<file path="config.mk">
export PLATFORM = sky130hd
export DESIGN_NAME = zonal_walsh_hadamard_block_decoder
export DESIGN_NICKNAME = d
export VERILOG_FILES = /design/src/design/zwhd_pkg.sv /design/src/design/zwhd_front.sv /design/src/design/zwhd_queue.sv /design/src/design/zwhd_back.sv /design/src/design/zonal_walsh_hadamard_block_decoder.sv
export SDC_FILE = /design/constraint.sdc
export NUM_CORES = 2
export LEC_CHECK = 0
export BUFFER_PORTS_ARGS = -buffer_cell sky130_fd_sc_hd__buf_2
export CAP_MARGIN = 20
export CORE_MARGIN = 4
export CORE_UTILIZATION = 50
export CTS_CLUSTER_DIAMETER = 120
export DETAILED_ROUTE_END_ITERATION = 10
export PLACE_DENSITY = 0.71
export SETUP_SLACK_MARGIN = 0.05
export SYNTH_ARGS = -nofsm -noshare
export SYNTH_HDL_FRONTEND = slang
export SYNTH_SLANG_ARGS = --single-unit
</file>
<file path="constraint.sdc">
create_clock -name clk -period 16.2 [get_ports clk]
set_input_delay 2.43 -clock clk [delete_from_list [all_inputs] [get_ports clk]]
set_output_delay 2.43 -clock clk [all_outputs]
set_load 0.02 [all_outputs]
</file>
<file path="src/design/zwhd_pkg.sv">
`timescale 1ns / 1ps
`default_nettype none
// ---------------------------------------------------------------------------
// zwhd_pkg
// Shared types, constants and the sequency-ordered Hadamard sign function.
// ---------------------------------------------------------------------------
package zwhd_pkg;

	localparam int SIDE_MAX = 8;
	localparam int COEF_W   = 16;
	localparam int INTER_W  = 20;
	localparam int ACC2_W   = 24;
	localparam int QDEPTH   = 4;

	localparam logic CFG_BLOCK_LOG2 = 1'b0;
	localparam logic CFG_ZONE_LIMIT = 1'b1;

	typedef struct packed {
		logic signed [COEF_W-1:0] coef;
		logic [2:0]               row;
		logic [2:0]               col;
		logic                     last;
	} coef_item_t;

	typedef struct packed {
		logic [1:0] side_log2;
		logic       clear;
	} back_ctl_t;

	typedef enum logic [2:0] {
		ST_LOAD,
		ST_P1,
		ST_P1D,
		ST_P2,
		ST_P2D,
		ST_EMIT
	} back_state_t;

	typedef logic signed [INTER_W-1:0] inter_t;
	typedef inter_t [SIDE_MAX-1:0] inter_vec_t;

	// Sign of H[seq][col] for side 2^l: 1 means -1.
	// Natural row = bit-reverse of the Gray code of the sequency index.
	function automatic logic h_neg(input logic [1:0] l, input logic [2:0] seq,
		input logic [2:0] col);
		logic [2:0] g;
		logic [2:0] nat;
		g   = seq ^ (seq >> 1);
		nat = 3'd0;
		for (int b = 0; b < 3; b++) begin
			if (b < int'(l))
				nat[b] = g[int'(l) - 1 - b];
		end
		return ^(nat & col);
	endfunction

endpackage
`default_nettype wire

</file>
<file path="src/design/zwhd_front.sv">
`timescale 1ns / 1ps
`default_nettype none
// ---------------------------------------------------------------------------
// zwhd_front
// Holds configuration, tags each coefficient with its zonal position.
// ---------------------------------------------------------------------------
module zwhd_front #(
	parameter int MAX_BLOCK = 8
) (
	input  wire                         clk,
	input  wire                         arst_n,
	input  wire                         in_valid,
	output logic                        in_stall,
	input  wire  signed [15:0]          coefficient,
	input  wire                         cfg_valid,
	output logic                        cfg_ready,
	input  wire                         cfg_index,
	input  wire  [3:0]                  cfg_data,
	output logic                        push,
	output zwhd_pkg::coef_item_t        push_item,
	input  wire                         q_full,
	output zwhd_pkg::back_ctl_t         ctl
);
	import zwhd_pkg::*;

	localparam int MAX_LOG2 = $clog2(MAX_BLOCK + 1) - 1;

	logic [1:0] block_log2_q;
	logic [3:0] zone_q;
	logic [2:0] row_q;
	logic [2:0] col_q;
	logic [1:0] l;
	logic [3:0] n4;
	logic [3:0] z0;
	logic [3:0] z;
	logic [2:0] zm1;
	logic [3:0] sum;
	logic       last;
	logic       wr;

	always_comb begin
		l   = (int'(block_log2_q) > MAX_LOG2) ? 2'(MAX_LOG2) : block_log2_q;
		n4  = 4'd1 << l;
		z0  = (zone_q == 4'd0) ? 4'd1 : zone_q;
		z   = (z0 > n4) ? n4 : z0;
		zm1 = 3'(z - 4'd1);
		sum = {1'b0, row_q} + {1'b0, col_q} + 4'd1;
		last = (row_q == zm1);
	end

	assign cfg_ready = 1'b1;
	assign wr        = cfg_valid && cfg_ready;
	assign in_stall  = q_full;
	assign push      = in_valid && !q_full;

	assign push_item.coef = coefficient;
	assign push_item.row  = row_q;
	assign push_item.col  = col_q;
	assign push_item.last = last;

	assign ctl.side_log2 = l;
	assign ctl.clear     = wr;

	always_ff @(posedge clk or negedge arst_n) begin
		if (!arst_n) begin
			block_log2_q <= 2'd3;
			zone_q       <= 4'd8;
			row_q        <= 3'd0;
			col_q        <= 3'd0;
		end else if (wr) begin
			case (cfg_index)
				CFG_BLOCK_LOG2: block_log2_q <= cfg_data[1:0];
				CFG_ZONE_LIMIT: zone_q <= cfg_data;
				default: ;
			endcase
			row_q <= 3'd0;
			col_q <= 3'd0;
		end else if (push) begin
			if (last) begin
				row_q <= 3'd0;
				col_q <= 3'd0;
			end else if (sum < z) begin
				col_q <= col_q + 3'd1;
			end else begin
				row_q <= row_q + 3'd1;
				col_q <= 3'd0;
			end
		end
	end

endmodule
`default_nettype wire

</file>
<file path="src/design/zwhd_queue.sv">
`timescale 1ns / 1ps
`default_nettype none
// ---------------------------------------------------------------------------
// zwhd_queue
// Small FIFO of tagged coefficients between front and back.
// ---------------------------------------------------------------------------
module zwhd_queue (
	input  wire                   clk,
	input  wire                   arst_n,
	input  wire                   push,
	input  zwhd_pkg::coef_item_t  push_item,
	output logic                  full,
	input  wire                   pop,
	output zwhd_pkg::coef_item_t  pop_item,
	output logic                  empty
);
	import zwhd_pkg::*;

	localparam int PW = $clog2(QDEPTH);

	coef_item_t     mem_q [QDEPTH];
	logic [PW-1:0]  wr_ptr_q;
	logic [PW-1:0]  rd_ptr_q;
	logic [PW:0]    cnt_q;

	assign full     = (cnt_q == (PW+1)'(QDEPTH));
	assign empty    = (cnt_q == '0);
	assign pop_item = mem_q[rd_ptr_q];

	always_ff @(posedge clk) begin
		if (push)
			mem_q[wr_ptr_q] <= push_item;
	end

	always_ff @(posedge clk or negedge arst_n) begin
		if (!arst_n) begin
			wr_ptr_q <= '0;
			rd_ptr_q <= '0;
			cnt_q    <= '0;
		end else begin
			if (push)
				wr_ptr_q <= wr_ptr_q + 1'b1;
			if (pop)
				rd_ptr_q <= rd_ptr_q + 1'b1;
			if (push && !pop)
				cnt_q <= cnt_q + 1'b1;
			else if (pop && !push)
				cnt_q <= cnt_q - 1'b1;
		end
	end

endmodule
`default_nettype wire

</file>
<file path="src/design/zwhd_back.sv">
`timescale 1ns / 1ps
`default_nettype none
// ---------------------------------------------------------------------------
// zwhd_back
// Gathers a block, runs both Hadamard passes with lane accumulators, emits.
// ---------------------------------------------------------------------------
module zwhd_back (
	input  wire                   clk,
	input  wire                   arst_n,
	input  zwhd_pkg::back_ctl_t   ctl,
	input  wire                   q_empty,
	input  zwhd_pkg::coef_item_t  q_item,
	output logic                  pop,
	output logic                  out_valid,
	input  wire                   out_stall,
	output logic [7:0]            pixel,
	output logic [2:0]            pixel_row,
	output logic [2:0]            pixel_column,
	output logic                  last_pixel
);
	import zwhd_pkg::*;

	back_state_t state_q, state_d;
	logic [2:0] i_q, j_q, r_q, c_q;
	logic [2:0] i_s1, j_s1;
	logic       p1_vld_s1, p2_vld_s1;
	logic [2:0] nm1;
	logic [1:0] l;
	logic       out_load;

	logic signed [COEF_W-1:0] cs_mem [SIDE_MAX*SIDE_MAX];
	logic signed [COEF_W-1:0] cs_rd_s1;
	logic [SIDE_MAX*SIDE_MAX-1:0] vbits_q;
	logic       vb_s1;
	inter_vec_t im_mem [SIDE_MAX];
	inter_vec_t im_rd_s1;

	logic signed [INTER_W-1:0] acc1_q [SIDE_MAX];
	logic signed [INTER_W-1:0] acc1_d [SIDE_MAX];
	inter_vec_t                acc1_vec;
	logic signed [ACC2_W-1:0]  acc2_q [SIDE_MAX];
	logic signed [ACC2_W-1:0]  acc2_d [SIDE_MAX];
	logic signed [COEF_W-1:0]  term;
	logic signed [ACC2_W-1:0]  lane;
	logic [24:0] off;
	logic [24:0] v;
	logic [24:0] shifted;
	logic [7:0]  pix;

	assign l   = ctl.side_log2;
	assign nm1 = 3'((4'd1 << l) - 4'd1);

	always_comb begin
		state_d  = state_q;
		pop      = 1'b0;
		out_load = 1'b0;
		case (state_q)
			ST_LOAD: begin
				pop = !q_empty;
				if (pop && q_item.last)
					state_d = ST_P1;
			end
			ST_P1: begin
				if (i_q == nm1 && j_q == nm1)
					state_d = ST_P1D;
			end
			ST_P1D: state_d = ST_P2;
			ST_P2: begin
				if (j_q == nm1)
					state_d = ST_P2D;
			end
			ST_P2D: state_d = ST_EMIT;
			ST_EMIT: begin
				out_load = !out_valid || !out_stall;
				if (out_load && c_q == nm1)
					state_d = (r_q == nm1) ? ST_LOAD : ST_P2;
			end
			default: state_d = ST_LOAD;
		endcase
	end

	always_ff @(posedge clk or negedge arst_n) begin
		if (!arst_n) begin
			state_q   <= ST_LOAD;
			i_q       <= 3'd0;
			j_q       <= 3'd0;
			r_q       <= 3'd0;
			c_q       <= 3'd0;
			p1_vld_s1 <= 1'b0;
			p2_vld_s1 <= 1'b0;
			i_s1      <= 3'd0;
			j_s1      <= 3'd0;
			vbits_q   <= '0;
			vb_s1     <= 1'b0;
			out_valid <= 1'b0;
		end else begin
			state_q   <= state_d;
			p1_vld_s1 <= (state_q == ST_P1);
			p2_vld_s1 <= (state_q == ST_P2);
			i_s1      <= i_q;
			j_s1      <= j_q;
			vb_s1     <= vbits_q[{i_q, j_q}];
			case (state_q)
				ST_LOAD: begin
					i_q <= 3'd0;
					j_q <= 3'd0;
					r_q <= 3'd0;
					c_q <= 3'd0;
				end
				ST_P1: begin
					if (i_q == nm1) begin
						i_q <= 3'd0;
						j_q <= (j_q == nm1) ? 3'd0 : j_q + 3'd1;
					end else begin
						i_q <= i_q + 3'd1;
					end
				end
				ST_P2: j_q <= (j_q == nm1) ? 3'd0 : j_q + 3'd1;
				ST_EMIT: begin
					if (out_load) begin
						if (c_q == nm1) begin
							c_q <= 3'd0;
							r_q <= r_q + 3'd1;
						end else begin
							c_q <= c_q + 3'd1;
						end
					end
				end
				default: ;
			endcase
			// block store is dropped once pass one has read it
			if (ctl.clear || state_q == ST_P1D)
				vbits_q <= '0;
			else if (pop)
				vbits_q[{q_item.row, q_item.col}] <= 1'b1;
			if (out_load)
				out_valid <= 1'b1;
			else if (!out_stall)
				out_valid <= 1'b0;
		end
	end

	// pass one: column j of H*B, one row of B per cycle across all lanes
	always_comb begin
		term = vb_s1 ? cs_rd_s1 : '0;
		for (int r = 0; r < SIDE_MAX; r++) begin
			acc1_d[r] = (i_s1 == 3'd0) ? '0 : acc1_q[r];
			if (h_neg(l, 3'(r), i_s1))
				acc1_d[r] = acc1_d[r] - INTER_W'(term);
			else
				acc1_d[r] = acc1_d[r] + INTER_W'(term);
			acc1_vec[r] = acc1_d[r];
		end
	end

	// pass two: row r of S, one intermediate term per cycle across all lanes
	always_comb begin
		lane = ACC2_W'($signed(im_rd_s1[r_q]));
		for (int c = 0; c < SIDE_MAX; c++) begin
			acc2_d[c] = (j_s1 == 3'd0) ? '0 : acc2_q[c];
			if (h_neg(l, 3'(c), j_s1))
				acc2_d[c] = acc2_d[c] - lane;
			else
				acc2_d[c] = acc2_d[c] + lane;
		end
	end

	// +128*n offset plus half for rounding; negative sums clamp to zero
	always_comb begin
		off     = (25'd128 << l) + ((25'd1 << l) >> 1);
		v       = 25'(acc2_q[c_q]) + off;
		shifted = v >> l;
		if (v[24])
			pix = 8'd0;
		else if (shifted > 25'd255)
			pix = 8'd255;
		else
			pix = shifted[7:0];
	end

	always_ff @(posedge clk) begin
		if (pop)
			cs_mem[{q_item.row, q_item.col}] <= q_item.coef;
		cs_rd_s1 <= cs_mem[{i_q, j_q}];
		im_rd_s1 <= im_mem[j_q];
		if (p1_vld_s1 && i_s1 == nm1)
			im_mem[j_s1] <= acc1_vec;
		if (p1_vld_s1)
			acc1_q <= acc1_d;
		if (p2_vld_s1)
			acc2_q <= acc2_d;
		if (out_load) begin
			pixel        <= pix;
			pixel_row    <= r_q;
			pixel_column <= c_q;
			last_pixel   <= (r_q == nm1) && (c_q == nm1);
		end
	end

endmodule
`default_nettype wire

</file>
<file path="src/design/zonal_walsh_hadamard_block_decoder.sv">
`timescale 1ns / 1ps
`default_nettype none
// After the last coefficient of a block leaves the queue, pass one runs over the
// block, then each pixel row runs its n sums, a drain step and its n emits, and
// the emits wait on out_stall; no new block is popped meanwhile. Coefficients
// enter at one per cycle while the 4-item queue is not full; the back end's passes
// set throughput. Reset restores block_log2=3, zone_limit=8 and an empty block.
// ---------------------------------------------------------------------------
// zonal_walsh_hadamard_block_decoder
// Zonal sequency-ordered inverse Walsh-Hadamard block decoder, top level.
// ---------------------------------------------------------------------------
module zonal_walsh_hadamard_block_decoder #(
	parameter int MAX_BLOCK = 8
) (
	input  wire               clk,
	input  wire               arst_n,
	input  wire               in_valid,
	output logic              in_stall,
	input  wire signed [15:0] coefficient,
	input  wire               cfg_valid,
	output logic              cfg_ready,
	input  wire               cfg_index,
	input  wire  [3:0]        cfg_data,
	output logic              out_valid,
	input  wire               out_stall,
	output logic [7:0]        pixel,
	output logic [2:0]        pixel_row,
	output logic [2:0]        pixel_column,
	output logic              last_pixel
);
	import zwhd_pkg::*;

	logic       push;
	coef_item_t push_item;
	logic       q_full;
	logic       q_empty;
	logic       pop;
	coef_item_t pop_item;
	back_ctl_t  ctl;

	zwhd_front #(.MAX_BLOCK(MAX_BLOCK)) u_front (
		.clk(clk), .arst_n(arst_n),
		.in_valid(in_valid), .in_stall(in_stall), .coefficient(coefficient),
		.cfg_valid(cfg_valid), .cfg_ready(cfg_ready),
		.cfg_index(cfg_index), .cfg_data(cfg_data),
		.push(push), .push_item(push_item), .q_full(q_full), .ctl(ctl)
	);

	zwhd_queue u_queue (
		.clk(clk), .arst_n(arst_n),
		.push(push), .push_item(push_item), .full(q_full),
		.pop(pop), .pop_item(pop_item), .empty(q_empty)
	);

	zwhd_back u_back (
		.clk(clk), .arst_n(arst_n), .ctl(ctl),
		.q_empty(q_empty), .q_item(pop_item), .pop(pop),
		.out_valid(out_valid), .out_stall(out_stall),
		.pixel(pixel), .pixel_row(pixel_row), .pixel_column(pixel_column),
		.last_pixel(last_pixel)
	);

endmodule
`default_nettype wire

</file>
## After elaboration in Yosys (flattened, before gate mapping)

Memories as Yosys holds them, arrays and structs flattened. A register that Yosys moved wholly into a read port is not among the register bits.
Cells that the tools add are included.

- Bits in latches: 0
- Memory bits (writable): 2,396
- Output and inout port bits: 18
- Input bits: 26
- Bits in read-only memories: 0
- Memories: 3
- Word-level logic and storage cells: 382
- Register bits: 475

Memory list:

| memory | depth | bits a word | rd ports | clocked after memory_dff | wr ports | RTL line | RTL |
|---|---|---|---|---|---|---|---|
| u_back.im_mem | 8 | 160 | 1 | 1 | 1 | zwhd_back.sv:35 | `inter_vec_t im_mem [SIDE_MAX];` |
| u_back.cs_mem | 64 | 16 | 1 | 1 | 1 | zwhd_back.sv:31 | `logic signed [COEF_W-1:0] cs_mem [SIDE_MAX*SIDE_MAX];` |
| u_queue.mem_q | 4 | 23 | 1 | 0 | 1 | zwhd_queue.sv:21 | `coef_item_t mem_q [QDEPTH];` |

- Bitwise logic cells: 19
- Multiplexer cells: 180
- Shift operators: 4
- Reduce and logical (&&, ||, !) cells: 51
- Multipliers: 0
- $lt $le $gt $ge: 14
- Divide/modulo/power cells: 0
- Eq/ne operators: 21
- $add $sub $neg: 51

Operators with widths:

| cell | number |
|---|---|
| 24-bit two-way mux | 18 |
| 20-bit two-way mux | 17 |
| 24-bit by 20-bit adder with 24-bit output | 8 |
| 24-bit by 20-bit subtractor with 24-bit output | 8 |
| 20-bit by 16-bit adder with 20-bit output | 8 |
| 20-bit by 16-bit subtractor with 20-bit output | 8 |
| 64-bit two-way mux | 2 |
| 32-bit by 4-bit less-than comparator with 1-bit output, second input constant | 3 |
| 1-bit two-way mux | 84 |
| 24-bit binary-select mux with 3-bit select | 1 |
| 64-bit OR | 1 |
| 3-bit two-way mux | 21 |
| 20-bit binary-select mux with 3-bit select | 1 |
| 3-bit bitwise AND | 16 |
| 1-bit binary-select mux with 2-bit select | 24 |
| 3-bit XOR reduction | 16 |
| 32-bit by 2-bit subtractor with 32-bit output, second input constant | 1 |
| 32-bit by 3-bit subtractor with 32-bit output, second input constant | 1 |
| 25-bit by 24-bit adder with 25-bit output | 1 |
| 25-bit adder | 1 |
| 25-bit by 8-bit > comparator with 1-bit output, second input constant | 1 |
| 1-bit by 2-bit << shifter with 25-bit output, first input constant | 1 |
| 8-bit by 2-bit << shifter with 25-bit output, first input constant | 1 |
| 25-bit by 2-bit right shift with 25-bit output | 1 |
| 43 further kinds | 96 |

## Longest topological paths before layout

- Depth in word-level cells: 9
- Gate-level depth with buffers: 24
- Depth with buffers taken out: 21

## Cells and area by module

Synthesis repeated with hierarchy kept, for this count alone.

- Cells, all modules: 7,970
- Area, all modules: 135,368.6 um^2

By module, submodules not included:

| module | instances | area an instance (um^2) | seq. area each (um^2) | cells an instance |
|---|---|---|---|---|
| zwhd_back | 1 | 130,375.0 | 85,957.4 | 7,680 |
| zwhd_queue | 1 | 3,756.1 | 2,937.8 | 155 |
| zwhd_front | 1 | 1,237.4 | 304.0 | 135 |

## Worst setup path after synthesis

Ideal clock, no wire load.

- Path type: register -> register
- Start point: reg u_back.p1_vld_s1
- End point: mem u_back.im_mem[1][0] in the netlist's numbering, enable pin
- Setup slack: 202 ps
- Data arrival time: 15,124 ps
- Period minus slack after synthesis: 15,998 ps
- Library setup time: 874 ps
- Cell stages (with the launch flop): 3
- Cells stage by stage: dfrtp_1 > nand4_1 > nor3_1

- Longest elaborated chain between the ends: 3

Ends and longest elaborated chain:

| item | RTL line | RTL |
|---|---|---|
| start: declaration | zwhd_back.sv:26 | `logic p1_vld_s1, p2_vld_s1;` |
| start signal: assignment | zwhd_back.sv:98 | `p1_vld_s1 <= (state_q == ST_P1);` |
| 1-bit logical AND | zwhd_back.sv:186 | `if (p1_vld_s1 && i_s1 == nm1)` |
| 1-bit two-way mux | zwhd_back.sv:186 |  |
| 1-bit two-way mux (implied by the code) | zwhd_back.sv:187 | `im_mem[j_s1] <= acc1_vec;` |
| end: declaration | zwhd_back.sv:35 |  |

No other way between the ends.

==> summary.txt <==
JOB
--------------------------------------------------------------------------------------
Maximum capacitance violations                                                       0

STA
--------------------------------------------------------------------------------------
Hold Vio Cnt, Final                                                                  0
Number of pins exceeding their max-slew limit in the final report                    0
Fmax                                                                         0.138 GHz
Minimum period implied by the final worst setup slack                          7270 ps
Final cycle utilization of the critical path                                     44.9%
Setup skew after layout                                                         122 ps
Relative slew margins                                                            22.5%
Slew at the pin closest to its max-slew limit                                  1150 ps
Count of endpoints failing setup in the final report                                 0
Setup repair after global routing missed its margin                                 no
Total Neg Setup Slack                                                             0 ps

WORST SETUP PATH
--------------------------------------------------------------------------------------
Reg-to-Reg Start                                                          u_back.r_q[0]
Crit path max-delay cell type                                             sky130_fd_sc_hd__dfrtp_4
Worst Path Max Fanout                                                               16
Crit-path cells                                                           buf_4, mux4_2, mux2i_4, ha_1, o21ai_1, buf_4, nor2_1, nand2b_1, nor2_2, and3_1, and3_1, nor2_1, xor2_1, ha_1, and2_1, o21ai_0, o31ai_1, nor3_1, o21bai_1, a21oi_1, xnor2_1
Family with the most delay on the worst path                              simple AND/OR/NAND/NOR gates
Worst setup path startpoint                                               u_back.r_q[0]
Reg2Reg Capture Point                                                     u_back.acc2_q[23]
Worst setup path category                                                 register to register
Kind of end point of the critical path                                        register
Combined buffer and inverter count along the critical path                           2
Worst Path Required                                                           16780 ps
Category of the worst setup path launch point                                 register
Arrival time reported for the critical path endpoint                           7850 ps
Length in cells of the worst reg-to-reg path                                        21
Delay of the slowest cell on the worst path                                     740 ps
Setup slack on the worst flop-to-flop path                                     8930 ps

CLOCKING
--------------------------------------------------------------------------------------
Number of gates given a new drive strength after cts                                 0
Num CTS Buffers                                                                    320
Count of clock tree sinks                                                         3047
Clock tree buffer depth                                                              4
# hold bufs at CTS                                                                   0
CTS H-tree depth                                                                     5
TritonCTS clock tree                                                             built
Clock tree root driver cell                                               sky130_fd_sc_hd__clkbuf_16
Total setup buffers inserted after CTS                                               0
Register clock-pin slew on the reported worst setup and hold paths               60 ps
Insertion delay of the later-clocked pin in the worst-skew pair                 900 ps

PLACED DESIGN
--------------------------------------------------------------------------------------
Half-perimeter wire length after detailed placement                          199000 µm
Number of port buffers                                                              42
Weighted congestion reported at the end of routability-driven placement          0.911

DIE
--------------------------------------------------------------------------------------
Starting Density                                                                 50.4%
Row Count                                                                          190
Core area                                                                   269000 µm²
IO Count                                                                            44
Die X-Extent                                                                    529 µm
Die outline height                                                              529 µm
Area of the die                                                             280000 µm²

ROUTE
--------------------------------------------------------------------------------------
Detailed-route wire length per cell                                            27.3 µm
DRT antenna net count                                                                0
DRC violations left                                                                  0
Detailed-route vias per instance                                                  6.15
First-iteration detailed-routing DRC count                                        8619
First-pass iteration count of the detailed router                                    6
Final Routed Wirelength                                                      332000 µm
Via Count                                                                        74679

LOGIC SYNTHESIS
--------------------------------------------------------------------------------------
Number of enable flip-flop cells after synthesis                                  2763
Count of synthesis-stage warnings from yosys                                         0
Count of unique library cells instantiated by Yosys                                 81
Netlist area before placement                                               136000 µm²
Post-Synthesis Mean Instance Area                                             16.8 µm²
Mapped Cells                                                                      8077
Fraction of registers with async set or reset after synthesis                    3.54%
Post-synthesis register bit count                                                 3047
Mapped Nets                                                                       8505
Dominant register cell in the synthesized netlist                         sky130_fd_sc_hd__edfxtp_1
Share of the yosys chip area belonging to registers                              65.8%

MIN PATH
--------------------------------------------------------------------------------------
Hold depth                                                                           1
Kind of path behind the tightest hold check                               register to register
Hold path startpoint                                                      u_back.vbits_q[45]
End point of the most critical hold path                                  u_back.vbits_q[45]

GRT
--------------------------------------------------------------------------------------
GR Overflow Total                                                                    0
Aggregate global-route resource usage                                            23.6%
Wire length of the first global-routing pass                                 495000 µm
Number of antenna violations at the first check in global routing                   10
Via count of the first global-routing pass                                       76209
Maximum number of pins on one net before global-route repair                       135

LAYOUT
--------------------------------------------------------------------------------------
Share of cells above drive strength 1                                            20.6%
Number of nets in the final layout                                                8744
Syn-to-layout area delta                                                         11.8%

RUN STATUS
--------------------------------------------------------------------------------------
Run status                                                                finished, final reports clean

[cells in the mapped netlist, types with 19 or more instances]
master,count,area [µm²]
sky130_fd_sc_hd__o21bai_1,27,203
sky130_fd_sc_hd__clkbuf_1,207,777
sky130_fd_sc_hd__o21a_1,116,871
sky130_fd_sc_hd__a21oi_1,240,1200
sky130_fd_sc_hd__and2_1,345,2160
sky130_fd_sc_hd__mux4_2,788,17700
sky130_fd_sc_hd__edfxtp_1,2763,83000
sky130_fd_sc_hd__mux2i_1,50,500
sky130_fd_sc_hd__nor3_1,129,646
sky130_fd_sc_hd__fa_1,19,380
sky130_fd_sc_hd__or3_1,37,231
sky130_fd_sc_hd__or2_2,20,125
sky130_fd_sc_hd__nand3_1,94,470
sky130_fd_sc_hd__o21ai_0,153,766
sky130_fd_sc_hd__dfxtp_1,176,3520
sky130_fd_sc_hd__o41ai_1,19,166
sky130_fd_sc_hd__a21o_1,74,556
sky130_fd_sc_hd__o211ai_1,19,143
sky130_fd_sc_hd__ha_1,383,4790
sky130_fd_sc_hd__nor2b_1,54,338
sky130_fd_sc_hd__nand2b_1,45,282
sky130_fd_sc_hd__and3_1,47,294
sky130_fd_sc_hd__nand2_1,405,1520
sky130_fd_sc_hd__a31oi_1,26,163
sky130_fd_sc_hd__a211oi_1,39,293
sky130_fd_sc_hd__mux2_2,170,1910
sky130_fd_sc_hd__xor2_1,166,1450
sky130_fd_sc_hd__buf_1,101,379
sky130_fd_sc_hd__nor2_1,465,1750
sky130_fd_sc_hd__inv_1,121,454
sky130_fd_sc_hd__xnor2_1,418,3660
sky130_fd_sc_hd__dfrtp_1,105,2630
[logic make-up (layout without fill, tap and decap cells)]
kind of cell,Yosys count,in the layout,synth area share [%]
AOI/OAI and AO/OA,867,867,4.25
and+or+nand+nor,1706,1706,6.09
other,1,10,0.00277
DFF,3047,3047,65.8
adders and majority gates,402,402,3.82
buffers and inverters,456,955,1.32
muxes,1014,1014,15.0
xor gates and xnor gates,584,584,3.77
[layout make-up]
cell class | count | area, µm²
diodes | 9 | 22.5
flip-flops and latches | 3047 | 89200
repair buffers | 247 | 2080
clock buffers | 431 | 8810
well taps | 3552 | 4440
multi-input cells | 4574 | 44800
clock inverters | 151 | 1780
fillers | 19849 | 117000
inverters | 126 | 473
[worst max path at each step]
stage / endpoint / slack (ps) / cells past startpoint
2_1_floorplan: u_back.im_mem[1][0] / 200 / 2
3_3_place_gp: u_back.acc2_q[167] / 8680 / 20
3_5_place_dp: u_back.acc2_q[167] / 8860 / 21
4_1_cts: u_back.acc2_q[167] / 8900 / 21
5_1_grt: u_back.im_mem[7][119] / 8280 / 20
6_report: u_back.acc2_q[23] / 8930 / 21
[cells in the final DEF (no fill, tap or decap), types with 54 or more instances in the layout]
cell                        count
sky130_fd_sc_hd__clkbuf_16    325
sky130_fd_sc_hd__a21o_1        74
sky130_fd_sc_hd__mux4_2       788
sky130_fd_sc_hd__and2_1       341
sky130_fd_sc_hd__mux2_2       170
sky130_fd_sc_hd__a21oi_1      239
sky130_fd_sc_hd__edfxtp_1    2763
sky130_fd_sc_hd__inv_1        121
sky130_fd_sc_hd__nand2_1      405
sky130_fd_sc_hd__nor2_1       457
sky130_fd_sc_hd__ha_1         383
sky130_fd_sc_hd__dfxtp_1      176
sky130_fd_sc_hd__nor3_1       128
sky130_fd_sc_hd__nand3_1       94
sky130_fd_sc_hd__xnor2_1      414
sky130_fd_sc_hd__nor2b_1       54
sky130_fd_sc_hd__o21ai_0      153
sky130_fd_sc_hd__dfrtp_1       93
sky130_fd_sc_hd__clkbuf_1      78
sky130_fd_sc_hd__xor2_1       162
sky130_fd_sc_hd__o21a_1       116
sky130_fd_sc_hd__buf_4        183
[registers in the layout, indices dropped and copies added (netlist names), 8 cells and up]
signal / count
u_back.cs_rd_s1: 16
u_back.vbits_q: 64
u_back.im_mem: 1280
u_back.im_rd_s1: 160
u_back.pixel: 8
u_back.acc2_q: 192
u_back.acc1_q: 160
u_back.cs_mem: 1024
u_queue.mem_q: 92
[per-stage QoR]
step           area (µm²)  util [%]  hold slack [ps]  setup slack, ps  std cells
2_1_floorplan      136000         -              352              202       8077
5_1_grt            152000      56.4              497             8280      12133
4_1_cts            151000      56.3              490             8900      12115
6_report           152000      56.4              487             8930      12137
3_3_place_gp       141000      52.3              465             8680      11531
3_5_place_dp       141000      52.3              475             8860      11533
[layer usage]
| metal | global-route usage (%) | vias to the layer above | wire (µm) |
|---|---|---|---|
| met4 | 8.71 | 6 | 13600 |
| met3 | 3.56 | 637 | 26300 |
| li1 | - | 32107 | - |
| met1 | 32.5 | 38679 | 133000 |
| met5 | 0 | - | 46 |
| met2 | 38.4 | 3250 | 159000 |
Power is not shown: default switching activity piles up to over one toggle a cycle in this logic, so the estimate is an artifact.
